### src/rtl/modbus_rtu_reply_receiver_unit_defines.svh
// Assertion macros for the Modbus RTU reply receiver.
// No dependencies; taken in by mrr_frame_core, which checks its own logic.
`ifndef MODBUS_RTU_REPLY_RECEIVER_UNIT_DEFINES_SVH
`define MODBUS_RTU_REPLY_RECEIVER_UNIT_DEFINES_SVH

`ifndef SYNTHESIS
`define MRR_ASSERT_RST(lbl, prop, msg) \
  lbl: assert property (@(posedge clk) disable iff (!rst_n) prop) else $error(msg);
`define MRR_ASSERT_ALWAYS(lbl, prop, msg) \
  lbl: assert property (@(posedge clk) prop) else $error(msg);
`else
`define MRR_ASSERT_RST(lbl, prop, msg)
`define MRR_ASSERT_ALWAYS(lbl, prop, msg)
`endif

`endif

### src/rtl/mrr_pkg.sv
// Shared types, constants and the CRC-16/MODBUS byte step for the reply receiver.
// No dependencies.
package mrr_pkg;

  localparam int FRAME_CAP_DEF = 8;
  localparam int HDR_BYTES     = 5;

  localparam logic [15:0] CRC_INIT  = 16'hFFFF;
  localparam logic [15:0] CRC_POLY  = 16'hA001;
  localparam logic [7:0]  FUNC_READ = 8'h03;

  localparam logic [7:0] TICK_MS_RST   = 8'd5;
  localparam logic [7:0] IDLE_LIM_RST  = 8'd3;
  localparam logic [7:0] SLAVE_RST     = 8'd1;
  localparam logic [7:0] MAX_BCNT_RST  = 8'd2;

  localparam int CFG_ADDR_W = 4;

  typedef enum logic [1:0] {
    REG_TICK_MS   = 2'd0,
    REG_IDLE_LIM  = 2'd1,
    REG_SLAVE     = 2'd2,
    REG_MAX_BCNT  = 2'd3
  } reg_idx_t;

  typedef enum logic [2:0] {
    ST_NONE     = 3'd0,
    ST_READING  = 3'd1,
    ST_CRC_ERR  = 3'd2,
    ST_IGNORED  = 3'd3,
    ST_OVERFLOW = 3'd4
  } status_t;

  typedef struct packed {
    logic [7:0] tick_ms;
    logic [7:0] idle_limit_ms;
    logic [7:0] slave_address;
    logic [7:0] max_byte_count;
  } cfg_t;

  typedef struct packed {
    logic [3:0]  frame_length;
    logic [15:0] reading;
    status_t     status;
  } result_t;

  function automatic logic [15:0] crc_step(input logic [15:0] crc, input logic [7:0] b);
    logic [15:0] c;
    c = crc ^ {8'h00, b};
    for (int k = 0; k < 8; k++) begin
      if (c[0]) begin
        c = (c >> 1) ^ CRC_POLY;
      end else begin
        c = c >> 1;
      end
    end
    return c;
  endfunction

endpackage

### src/rtl/mrr_frame_core.sv
// Frame state of the reply receiver: header store, counters, idle timer, running CRC
// and reply decoding. Depends on mrr_pkg and the assertion macro header.
`include "modbus_rtu_reply_receiver_unit_defines.svh"

module mrr_frame_core #(
  parameter int FRAME_CAP = mrr_pkg::FRAME_CAP_DEF
) (
  input  logic             clk,
  input  logic             rst_n,
  input  logic             acc,
  input  logic             mode,
  input  logic [7:0]       rx_byte,
  input  mrr_pkg::cfg_t    cfg,
  output mrr_pkg::result_t res
);

  localparam int CNT_W = $clog2(FRAME_CAP + 1);
  localparam int HDR   = mrr_pkg::HDR_BYTES;
  localparam int HIDX_W = $clog2(HDR);
  localparam logic [CNT_W-1:0] CAP_C = CNT_W'(FRAME_CAP);

  logic [7:0]       hdr_r [HDR];
  logic [CNT_W-1:0] byte_count_r, byte_count_nxt;
  logic [CNT_W-1:0] seen_count_r, seen_count_nxt;
  logic [8:0]       idle_time_r, idle_time_nxt;
  logic [15:0]      crc_r, crc_nxt;
  logic [15:0]      reading_r, reading_nxt;
  logic             hdr_we;
  logic [8:0]       idle_sum;
  logic [7:0]       fb [HDR];
  mrr_pkg::status_t status;
  logic [3:0]       flen;

  always_comb begin
    for (int p = 0; p < HDR; p++) begin
      fb[p] = (CNT_W'(p) < byte_count_r) ? hdr_r[p] : 8'h00;
    end
  end

  assign idle_sum = idle_time_r + {1'b0, cfg.tick_ms};
  assign hdr_we   = acc && !mode && (byte_count_r < CNT_W'(HDR));

  always_comb begin
    byte_count_nxt = byte_count_r;
    seen_count_nxt = seen_count_r;
    idle_time_nxt  = idle_time_r;
    crc_nxt        = crc_r;
    reading_nxt    = reading_r;
    status         = mrr_pkg::ST_NONE;
    flen           = 4'd0;
    if (!mode) begin
      if (byte_count_r < CAP_C) begin
        byte_count_nxt = byte_count_r + CNT_W'(1);
        crc_nxt        = mrr_pkg::crc_step(crc_r, rx_byte);
      end else begin
        byte_count_nxt = '0;
        seen_count_nxt = '0;
        idle_time_nxt  = '0;
        crc_nxt        = mrr_pkg::CRC_INIT;
        status         = mrr_pkg::ST_OVERFLOW;
      end
    end else if (byte_count_r == '0) begin
      seen_count_nxt = '0;
      idle_time_nxt  = '0;
    end else if (seen_count_r != byte_count_r) begin
      seen_count_nxt = byte_count_r;
      idle_time_nxt  = '0;
    end else if (idle_sum >= {1'b0, cfg.idle_limit_ms}) begin
      flen           = 4'(byte_count_r);
      byte_count_nxt = '0;
      seen_count_nxt = '0;
      idle_time_nxt  = '0;
      crc_nxt        = mrr_pkg::CRC_INIT;
      if (byte_count_r < CNT_W'(2) || crc_r != 16'h0000) begin
        status = mrr_pkg::ST_CRC_ERR;
      end else if (fb[0] == cfg.slave_address && fb[1] == mrr_pkg::FUNC_READ &&
                   fb[2] <= cfg.max_byte_count) begin
        reading_nxt = {fb[3], fb[4]};
        status      = mrr_pkg::ST_READING;
      end else begin
        status = mrr_pkg::ST_IGNORED;
      end
    end else begin
      idle_time_nxt = idle_sum;
    end
  end

  always_ff @(posedge clk) begin
    if (!rst_n) begin
      byte_count_r <= '0;
      seen_count_r <= '0;
      idle_time_r  <= '0;
      crc_r        <= mrr_pkg::CRC_INIT;
      reading_r    <= '0;
    end else if (acc) begin
      byte_count_r <= byte_count_nxt;
      seen_count_r <= seen_count_nxt;
      idle_time_r  <= idle_time_nxt;
      crc_r        <= crc_nxt;
      reading_r    <= reading_nxt;
    end
  end

  always_ff @(posedge clk) begin
    if (hdr_we) begin
      hdr_r[byte_count_r[HIDX_W-1:0]] <= rx_byte;
    end
  end

  assign res.status       = status;
  assign res.reading      = reading_nxt;
  assign res.frame_length = flen;

  `MRR_ASSERT_RST(a_count_cap, byte_count_r <= CAP_C, "byte count beyond frame capacity")
  `MRR_ASSERT_RST(a_seen_le_count, seen_count_r <= byte_count_r, "seen count ahead of byte count")
  `MRR_ASSERT_RST(a_ovf_clears, (acc && !mode && byte_count_r == CAP_C) |=> byte_count_r == '0,
                  "overflow did not clear the frame")
  `MRR_ASSERT_RST(a_idle_narrow, idle_time_r[8] == 1'b0, "idle timer past idle limit range")

endmodule

### src/rtl/mrr_out_reg.sv
// Result register with valid flag for the reply receiver's output stream.
// Depends on mrr_pkg.
module mrr_out_reg (
  input  logic             clk,
  input  logic             rst_n,
  input  logic             load,
  input  mrr_pkg::result_t res,
  input  logic             out_tready,
  output logic             out_tvalid,
  output mrr_pkg::result_t res_q,
  output logic             can_load
);

  logic             valid_r, valid_nxt;
  mrr_pkg::result_t res_r;

  assign can_load = !valid_r || out_tready;

  always_comb begin
    valid_nxt = valid_r;
    if (load) begin
      valid_nxt = 1'b1;
    end else if (out_tready) begin
      valid_nxt = 1'b0;
    end
  end

  always_ff @(posedge clk) begin
    if (!rst_n) begin
      valid_r <= 1'b0;
    end else begin
      valid_r <= valid_nxt;
    end
  end

  always_ff @(posedge clk) begin
    if (load) begin
      res_r <= res;
    end
  end

  assign out_tvalid = valid_r;
  assign res_q      = res_r;

endmodule

### src/rtl/modbus_rtu_reply_receiver_unit.sv
// Top level of the Modbus RTU reply receiver: configuration registers, APB port,
// frame core and result register. Depends on mrr_pkg, mrr_frame_core, mrr_out_reg.
//
// Usage:
//   in_ stream: one transaction per received UART byte (in_tuser = 0, byte in
//   in_tdata) or per millisecond timer tick (in_tuser = 1, in_tdata unused).
//   out_ stream: exactly one transaction per input transaction, carrying the
//   status code, the latest held reading and the length of a frame that ended.
//   cfg_ APB port: tick_ms at 0x0, idle_limit_ms at 0x4, slave_address at 0x8,
//   max_byte_count at 0xC; write only while the block is idle.
// Timing: an input transaction is processed in the cycle it is accepted and
//   its result is valid on the next cycle; the block takes one transaction per
//   cycle while out_tready is high; the CRC byte step and header
//   decode sit between the state registers and the result register.
// Reset: counters clear, CRC goes to 0xFFFF, reading to 0, registers to defaults.
// Stall: while out_tready is low and a result waits, in_tready drops; nothing
//   is lost and the held result stays stable.
module modbus_rtu_reply_receiver_unit #(
  parameter int FRAME_CAP = mrr_pkg::FRAME_CAP_DEF
) (
  input  logic                          clk,
  input  logic                          rst_n,
  input  logic                          in_tvalid,
  output logic                          in_tready,
  input  logic [7:0]                    in_tdata,   // [7:0] rx_byte
  input  logic                          in_tuser,   // [0] mode
  output logic                          out_tvalid,
  input  logic                          out_tready,
  output logic [23:0]                   out_tdata,  // [2:0] status, [18:3] reading,
                                                    // [22:19] frame_length, [23] zero
  input  logic                          cfg_psel,
  input  logic                          cfg_penable,
  input  logic                          cfg_pwrite,
  input  logic [mrr_pkg::CFG_ADDR_W-1:0] cfg_paddr,
  input  logic [31:0]                   cfg_pwdata,
  output logic [31:0]                   cfg_prdata,
  output logic                          cfg_pready
);

  mrr_pkg::cfg_t     cfg_r;
  mrr_pkg::result_t  res, res_q;
  mrr_pkg::reg_idx_t ridx;
  logic              acc, can_load, cfg_we;

  assign cfg_pready = 1'b1;
  assign ridx       = mrr_pkg::reg_idx_t'(cfg_paddr[3:2]);
  assign cfg_we     = cfg_psel && cfg_penable && cfg_pwrite && cfg_pready;

  always_ff @(posedge clk) begin
    if (!rst_n) begin
      cfg_r.tick_ms        <= mrr_pkg::TICK_MS_RST;
      cfg_r.idle_limit_ms  <= mrr_pkg::IDLE_LIM_RST;
      cfg_r.slave_address  <= mrr_pkg::SLAVE_RST;
      cfg_r.max_byte_count <= mrr_pkg::MAX_BCNT_RST;
    end else if (cfg_we) begin
      unique case (ridx)
        mrr_pkg::REG_TICK_MS:  cfg_r.tick_ms        <= cfg_pwdata[7:0];
        mrr_pkg::REG_IDLE_LIM: cfg_r.idle_limit_ms  <= cfg_pwdata[7:0];
        mrr_pkg::REG_SLAVE:    cfg_r.slave_address  <= cfg_pwdata[7:0];
        mrr_pkg::REG_MAX_BCNT: cfg_r.max_byte_count <= cfg_pwdata[7:0];
        default: ;
      endcase
    end
  end

  always_comb begin
    unique case (ridx)
      mrr_pkg::REG_TICK_MS:  cfg_prdata = {24'h0, cfg_r.tick_ms};
      mrr_pkg::REG_IDLE_LIM: cfg_prdata = {24'h0, cfg_r.idle_limit_ms};
      mrr_pkg::REG_SLAVE:    cfg_prdata = {24'h0, cfg_r.slave_address};
      mrr_pkg::REG_MAX_BCNT: cfg_prdata = {24'h0, cfg_r.max_byte_count};
      default:               cfg_prdata = 32'h0;
    endcase
  end

  assign in_tready = can_load;
  assign acc       = in_tvalid && can_load;

  mrr_frame_core #(
    .FRAME_CAP(FRAME_CAP)
  ) u_core (
    .clk     (clk),
    .rst_n   (rst_n),
    .acc     (acc),
    .mode    (in_tuser),
    .rx_byte (in_tdata),
    .cfg     (cfg_r),
    .res     (res)
  );

  mrr_out_reg u_out (
    .clk        (clk),
    .rst_n      (rst_n),
    .load       (acc),
    .res        (res),
    .out_tready (out_tready),
    .out_tvalid (out_tvalid),
    .res_q      (res_q),
    .can_load   (can_load)
  );

  assign out_tdata = {1'b0, res_q.frame_length, res_q.reading, res_q.status};

endmodule
### config.mk
export PLATFORM = sky130hd
export DESIGN_NAME = modbus_rtu_reply_receiver_unit
export DESIGN_NICKNAME = d
export VERILOG_FILES = /design/src/rtl/mrr_pkg.sv /design/src/rtl/mrr_frame_core.sv /design/src/rtl/mrr_out_reg.sv /design/src/rtl/modbus_rtu_reply_receiver_unit.sv
export VERILOG_INCLUDE_DIRS = /design/src /design/src/rtl
export SDC_FILE = /design/constraint.sdc
export NUM_CORES = 1
export LEC_CHECK = 0
export ABC_AREA = 1
export BUFFER_PORTS_ARGS = -buffer_cell sky130_fd_sc_hd__buf_2
export CORE_AREA = 2 2 141 143
export CTS_CLUSTER_SIZE = 40
export DETAILED_ROUTE_END_ITERATION = 12
export DIE_AREA = 0 0 143 145
export PLACE_DENSITY = 0.69
export SLEW_MARGIN = 20
export SYNTH_ARGS = -nofsm -noshare
export SYNTH_HDL_FRONTEND = slang
export SYNTH_SLANG_ARGS = --single-unit
### constraint.sdc
create_clock -name clk -period 3.3 [get_ports clk]
set_clock_uncertainty 0.15 [all_clocks]
set_input_delay 0.165 -clock clk [delete_from_list [all_inputs] [get_ports clk]]
set_output_delay 0.165 -clock clk [all_outputs]
set_load 0.005 [all_outputs]
==> results of run 1 <==
kinds of logic after synthesis:
family,share of synthesized area [%]
buffers and inverters,10.6
AND/OR/NAND/NOR,27.4
AO/OA/AOI/OAI,8.17
other,0.0997
XOR/XNOR,1.74
flip-flops,46.9
adder cells (fa/ha/maj),5.08
state kept, by name, summed over array words and instances, names as in the netlist:
| name | cells |
|---|---|
| u_core.crc_r | 16 |
| cfg_r | 32 |
| u_core.reading_r | 16 |
| u_core.seen_count_r | 4 |
| u_out.out_tvalid | 1 |
| u_core.byte_count_r | 4 |
| u_core.idle_time_r | 9 |
| u_out.res_q | 23 |
| u_core.hdr_r | 40 |
power by group:
part	leakage [nW]	switching (W)	total, W	internal (W)
Clock	0.278	0.000878	0.00189	0.00101
Sequential	1.26	0.0000491	0.00200	0.00195
Combinational	2.79	0.000337	0.000541	0.000204
Total	4.33	0.00126	0.00443	0.00317
synth_stat cells (2+ instances only):
master,count,area [sq um]
nand2_1,267,1000
inv_1,122,458
nor2_1,113,424
dfxtp_1,82,1640
nand3_1,64,320
edfxtp_1,63,1890
a21oi_1,51,255
o21ai_0,42,210
buf_4,29,218
ha_1,29,363
clkbuf_1,16,60.1
nor3_1,12,60.1
nand2_2,10,62.6
o211ai_1,8,60.1
xor2_1,8,70.1
o2111ai_1,7,61.3
xnor2_1,7,61.3
nor4_1,6,37.5
clkinv_1,4,15.0
nand3b_1,4,30.0
buf_6,3,33.8
nand2_4,3,33.8
nand4_1,3,18.8
a21o_1,2,15.0
buf_2,2,10.0
conb_1,2,7.51
inv_2,2,7.51
nor2_2,2,12.5
or2_2,2,12.5
per-layer routing:
layer | track usage (%) | routed length, microns | vias to the layer above
met2 | 28.2 | 8670 | 184
met3 | 2.71 | 861 | 31
li1 | - | - | 3281
met5 | 0 | 0 | -
met4 | 5.99 | 312 | 0
met1 | 21.7 | 7710 | 2890
worst paths after layout:
check | start | endpoint | slack [ns] | cells after the start
max | u_core.idle_time_r[0] | u_out.res_q[5] | 0.14 | 23
min | cfg_penable | cfg_r[1] | 0.01 | 4
max reg2reg | u_core.idle_time_r[0] | u_out.res_q[5] | 0.14 | 23
min reg2reg | u_core.idle_time_r[7] | u_core.idle_time_r[7] | 0.32 | 2
tightest hold or removal path, delay by kind of cell:
family	cells	cell delay [ns]
buf+inv	1	0.10
simple gates	2	0.14
compound gates	1	0.14
through the flow:
step	hold slack [ns]	instances	setup TNS [ns]	power (W)	instance area, sq um
6_report	0.0130	1350	0	0.00443	9170
3_3_place_gp	0.277	1290	0	0.00251	8100
2_1_floorplan	0.114	996	0	0.00240	7630
5_1_grt	0.0334	1350	-3.67	0.00462	9170
3_5_place_dp	0.292	1290	-0.348	0.00253	8100
4_1_cts	0.00834	1340	0	0.00442	8880
area by class of cell:
type | instances | area [sq um] | share of cell area (%)
inverter | 128 | 484 | 5.28
clock buffer | 17 | 425 | 4.64
multi-input combinational | 674 | 3480 | 37.9
timing repair buffer | 106 | 748 | 8.16
tap | 265 | 332 | 3.62
clock inverter | 15 | 165 | 1.80
sequential | 145 | 3540 | 38.6
cell usage in the layout, fill, tap and decap left out, drive strengths merged, types with 14 or more instances in the layout:
master	netlist	final
nand2	280	281
inv	124	131
nor2	116	116
buf	34	87
dfxtp	82	82
nand3	64	64
edfxtp	63	63
a21oi	51	51
o21ai	43	43
ha	29	29
conb	2	26
clkbuf	16	18
dlygate4sd3	0	18
nor3	14	14
what timing repair did:
item	CTS	global route
resized for setup	1	50
hold endpoints to repair	73	0
cloned	0	3
buffers inserted	0	7
pin swaps	0	20
endpoints found under the setup margin	29	70
hold buffers	18	0
==> impl_metrics.ini, run 1 <==
[synthesis]
synth_edf_count = 63
ys_ff_latch = 145
seq_area_frac_synth_pct = 46.9
syn_inst = 972
yosys_warnings = 0
synth_ff_type = dfxtp_1
ys_types = 36
async_flop_share_pct = 0
syn_area_sq_um = 7540
syn_area_per_cell_sq_um = 7.75

[route]
drtPass1Iterations = 6
vias_per_cell = 4.73
drtIter0Drc = 445
ant_nets = 0
drt-wirelength-per-cell_microns = 13.0
finalWirelength_microns = 17600
drc = 0
vias = 6386

[clocking]
cts_inserted_buffers = 17
cts_max_path_buffers = 2
clock-sinks = 145
cts_tree = built
clock_latency_ns = 0.43
root_buffer = clkbuf_16
h-tree-depth = 4
clk_pin_slew_ns = 0.07

[pwr]
power.density_nw_per_um2 = 483
p_leak_nw = 4.33
ir_worst_vdd_uv = 309

[floorplan]
dieArea_sq_um = 20700
die_y_microns = 145
start_util_pct = 39.2
die_w_microns = 143
core-area_sq_um = 19200
fp-row-count = 51
boundaryPins = 111

[place]
io_buffers = 58
place_ws_ns = -0.0379
place_hpwl_microns = 12300
routabilityCongestion = 0.849

[timing]
timing.slew.headroom_pct = 51.8
slew_viol_final = 0
fmax_mhz = 317
setup_viol = 0
hold_violations = 0
rsz0062_at_grt = yes
period_minus_slack_ns = 3.16
finalCritPeriodShare_pct = 95.7
tightest_slew_ns = 0.721
setup_slack_ns = 0.141

[setup_path]
worstPathRequired_ns = 3.33
cp_slowest_stage_delay_ns = 0.36
crit_path_cell_trace = ha_4 > inv_2 > fa_2 > inv_2 > nand2_2 > nand2_2 > nand2_2 > xor2_2 > ha_1 > nand2_2 > nor2_1 > nor2_1 > nand2_1 > nand2_1 > nand2_1 > nand2_2 > nand2_2 > nor2_4 > nor2_4 > buf_6 > clkbuf_16 > nand3_2 > nand2_1
cp-start-kind = flip-flop
critPathKind = reg -> reg
arrival_ns = 3.19
critPathBufInv = 4
cpMostUsedCell = nand2_2
crit_fanout = 5
cpMaxStageDelayCell = fa_2
critPathTopFamily = simple AND/OR/NAND/NOR gates
worstSetupEndpointType = flip-flop

[final_layout]
finish.utilization_pct = 47.7
n_antenna_cell = 0
drive_gt1_share_pct = 16.8
area_growth_pct = 21.7
n_fill_cell = 1802
finish.net_count = 1154

[global_routing]
overflow = 0
antenna_found_initial = 0
grt.total_usage_pct = 16.8
grt_start_max_net_pins = 57
grt_pass1_vias = 5663
grt_pass1_wl_microns = 27600

[worst_hold_path]
hp-class = in -> reg

[run_status]
status = complete, no violations

[run]
maxCapViolCount = 0
No activity file was read; power rests on OpenSTA's default activity.
==> run 2, diff against run 1 <==
Settings changed: MAX_ROUTING_LAYER set to met4.
==> run 2 against run 1 <==
Against the previous run:
- routed wire length increased by 1.0%
- combinational power grew 1%
- largest power group unchanged
- highest routed layer unchanged
- design area is 0.48% higher
- clock power barely moved
- register-to-register slack got worse by 0.04 ns
- critical endpoint is now u_core.reading_r[7]
- clock-buffer cell count unchanged
- final cell count did not move
- sequential share of layout area down 0.18 points
- sequential cell count did not move
- non-clock buffer count unchanged
==> impl_metrics.ini, run 2 (same netlist as run 1, synthesis figures left out) <==
[run_status]
status = complete, no violations

[floorplan]
fp-row-count = 51
die_y_microns = 145
boundaryPins = 111
dieArea_sq_um = 20700
start_util_pct = 39.2
die_w_microns = 143
core-area_sq_um = 19200

[global_routing]
overflow = 0
antenna_found_initial = 0
grt_pass1_wl_microns = 27600
grt_start_max_net_pins = 57
grt_pass1_vias = 5673
grt.total_usage_pct = 17.3

[timing]
slew_viol_final = 0
setup_slack_ns = 0.100
hold_violations = 0
fmax_mhz = 313
timing.slew.headroom_pct = 51.6
finalCritPeriodShare_pct = 97.0
tightest_slew_ns = 0.724
rsz0062_at_grt = yes
setup_viol = 0
tns_ns = 0
period_minus_slack_ns = 3.20
holdWs_ns = 0.00929

[setup_path]
cp_slowest_stage_delay_ns = 0.36
worstSetupEndpointType = flip-flop
worstPathRequired_ns = 3.49
arrival_ns = 3.39
critPathKind = reg -> reg
cpMaxStageDelayCell = fa_2
cp-start-kind = flip-flop
crit_fanout = 5
cpMostUsedCell = nand2_2
r2r_setup_slack_ns = 0.1

[final_layout]
area_growth_pct = 22.3
final_cells = 1350
n_fill_cell = 1792
n_antenna_cell = 0
seq_area_sq_um = 3540
drive_gt1_share_pct = 17.2
multiInputGateArea_sq_um = 3520
finish.utilization_pct = 48.0
final_cell_mix = nand2_1, inv_1, nor2_1, dfxtp_1, edfxtp_1
final_common_cell = nand2_1
largest_reg_flops = 40
finish.net_count = 1154

[clocking]
cts_max_path_buffers = 2
root_buffer = clkbuf_16
cts_tree = built
clock-sinks = 145
clk_pin_slew_ns = 0.08
clock_latency_ns = 0.43
cts_inserted_buffers = 17
h-tree-depth = 4

[place]
placed_cells = 1290
io_buffers = 58
place_hpwl_microns = 12300
routabilityCongestion = 0.862
place_ws_ns = -0.0379

[run]
maxCapViolCount = 0

[route]
ant_nets = 0
finalWirelength_microns = 17700
drc = 0
vias = 6386
drt-wirelength-per-cell_microns = 13.1
drtPass1Iterations = 5
drtIter0Drc = 446
vias_per_cell = 4.73

[pwr]
p_leak_nw = 4.33
power.density_nw_per_um2 = 482
ir_worst_vdd_uv = 312

[worst_hold_path]
hp-class = in -> reg
[run 2: timing repair]
action / in CTS / in global routing
hold endpoints to repair: 73 / 0
setup buffers: 0 / 7
hold buffers: 18 / 0
setup endpoints to repair: 29 / 70
pin swaps: 0 / 21
resized for setup: 1 / 59
cloned: 0 / 3
[run 2: area by class of cell]
| type | count | share of cell area [%] |
|---|---|---|
| clock inverters | 15 | 1.79 |
| multi-input cells | 674 | 38.2 |
| flip-flops and latches | 145 | 38.4 |
| repair buffers | 106 | 8.16 |
| clock buffers | 17 | 4.62 |
| well taps | 265 | 3.60 |
| inverters | 128 | 5.25 |
[run 2: layer usage]
layer	vias to the layer above	GRT usage, %	share of wire (%)
li1	3279	-	-
met1	2919	21.6	43
met2	163	28.3	50
met3	25	2.71	5.0
met4	0	5.99	1.6
met5	-	-	0
[run 2: path summary, 6_finish.rpt]
| path | cells after the start | startpoint | endpoint |
|---|---|---|---|
| min | 4 | cfg_penable | cfg_r[1] |
| max reg2reg | 25 | u_core.idle_time_r[0] | u_core.reading_r[7] |
| min reg2reg | 2 | u_core.idle_time_r[7] | u_core.idle_time_r[7] |
| max | 25 | u_core.idle_time_r[0] | u_core.reading_r[7] |
[run 2: report_power, final]
group | switching (W) | total (W) | leakage (nW) | internal, W
Clock | 0.000878 | 0.00189 | 0.278 | 0.00101
Combinational | 0.000342 | 0.000548 | 2.79 | 0.000206
Sequential | 0.0000494 | 0.00200 | 1.26 | 0.00195
Total | 0.00127 | 0.00444 | 4.33 | 0.00317
[run 2: critical path: cells and delay by family, from the launching register on]
family | cells | cell delay [ns]
and+or+nand+nor | 16 | 1.21
adders and majority gates | 3 | 0.82
buffers and inverters | 5 | 0.43
DFF | 1 | 0.35
xor gates and xnor gates | 1 | 0.15
[run 2: through the flow]
step / total power, W / area (sq um)
2_1_floorplan: 0.00240 / 7630
3_3_place_gp: 0.00251 / 8100
3_5_place_dp: 0.00253 / 8100
4_1_cts: 0.00442 / 8880
5_1_grt: 0.00462 / 9220
6_report: 0.00444 / 9220
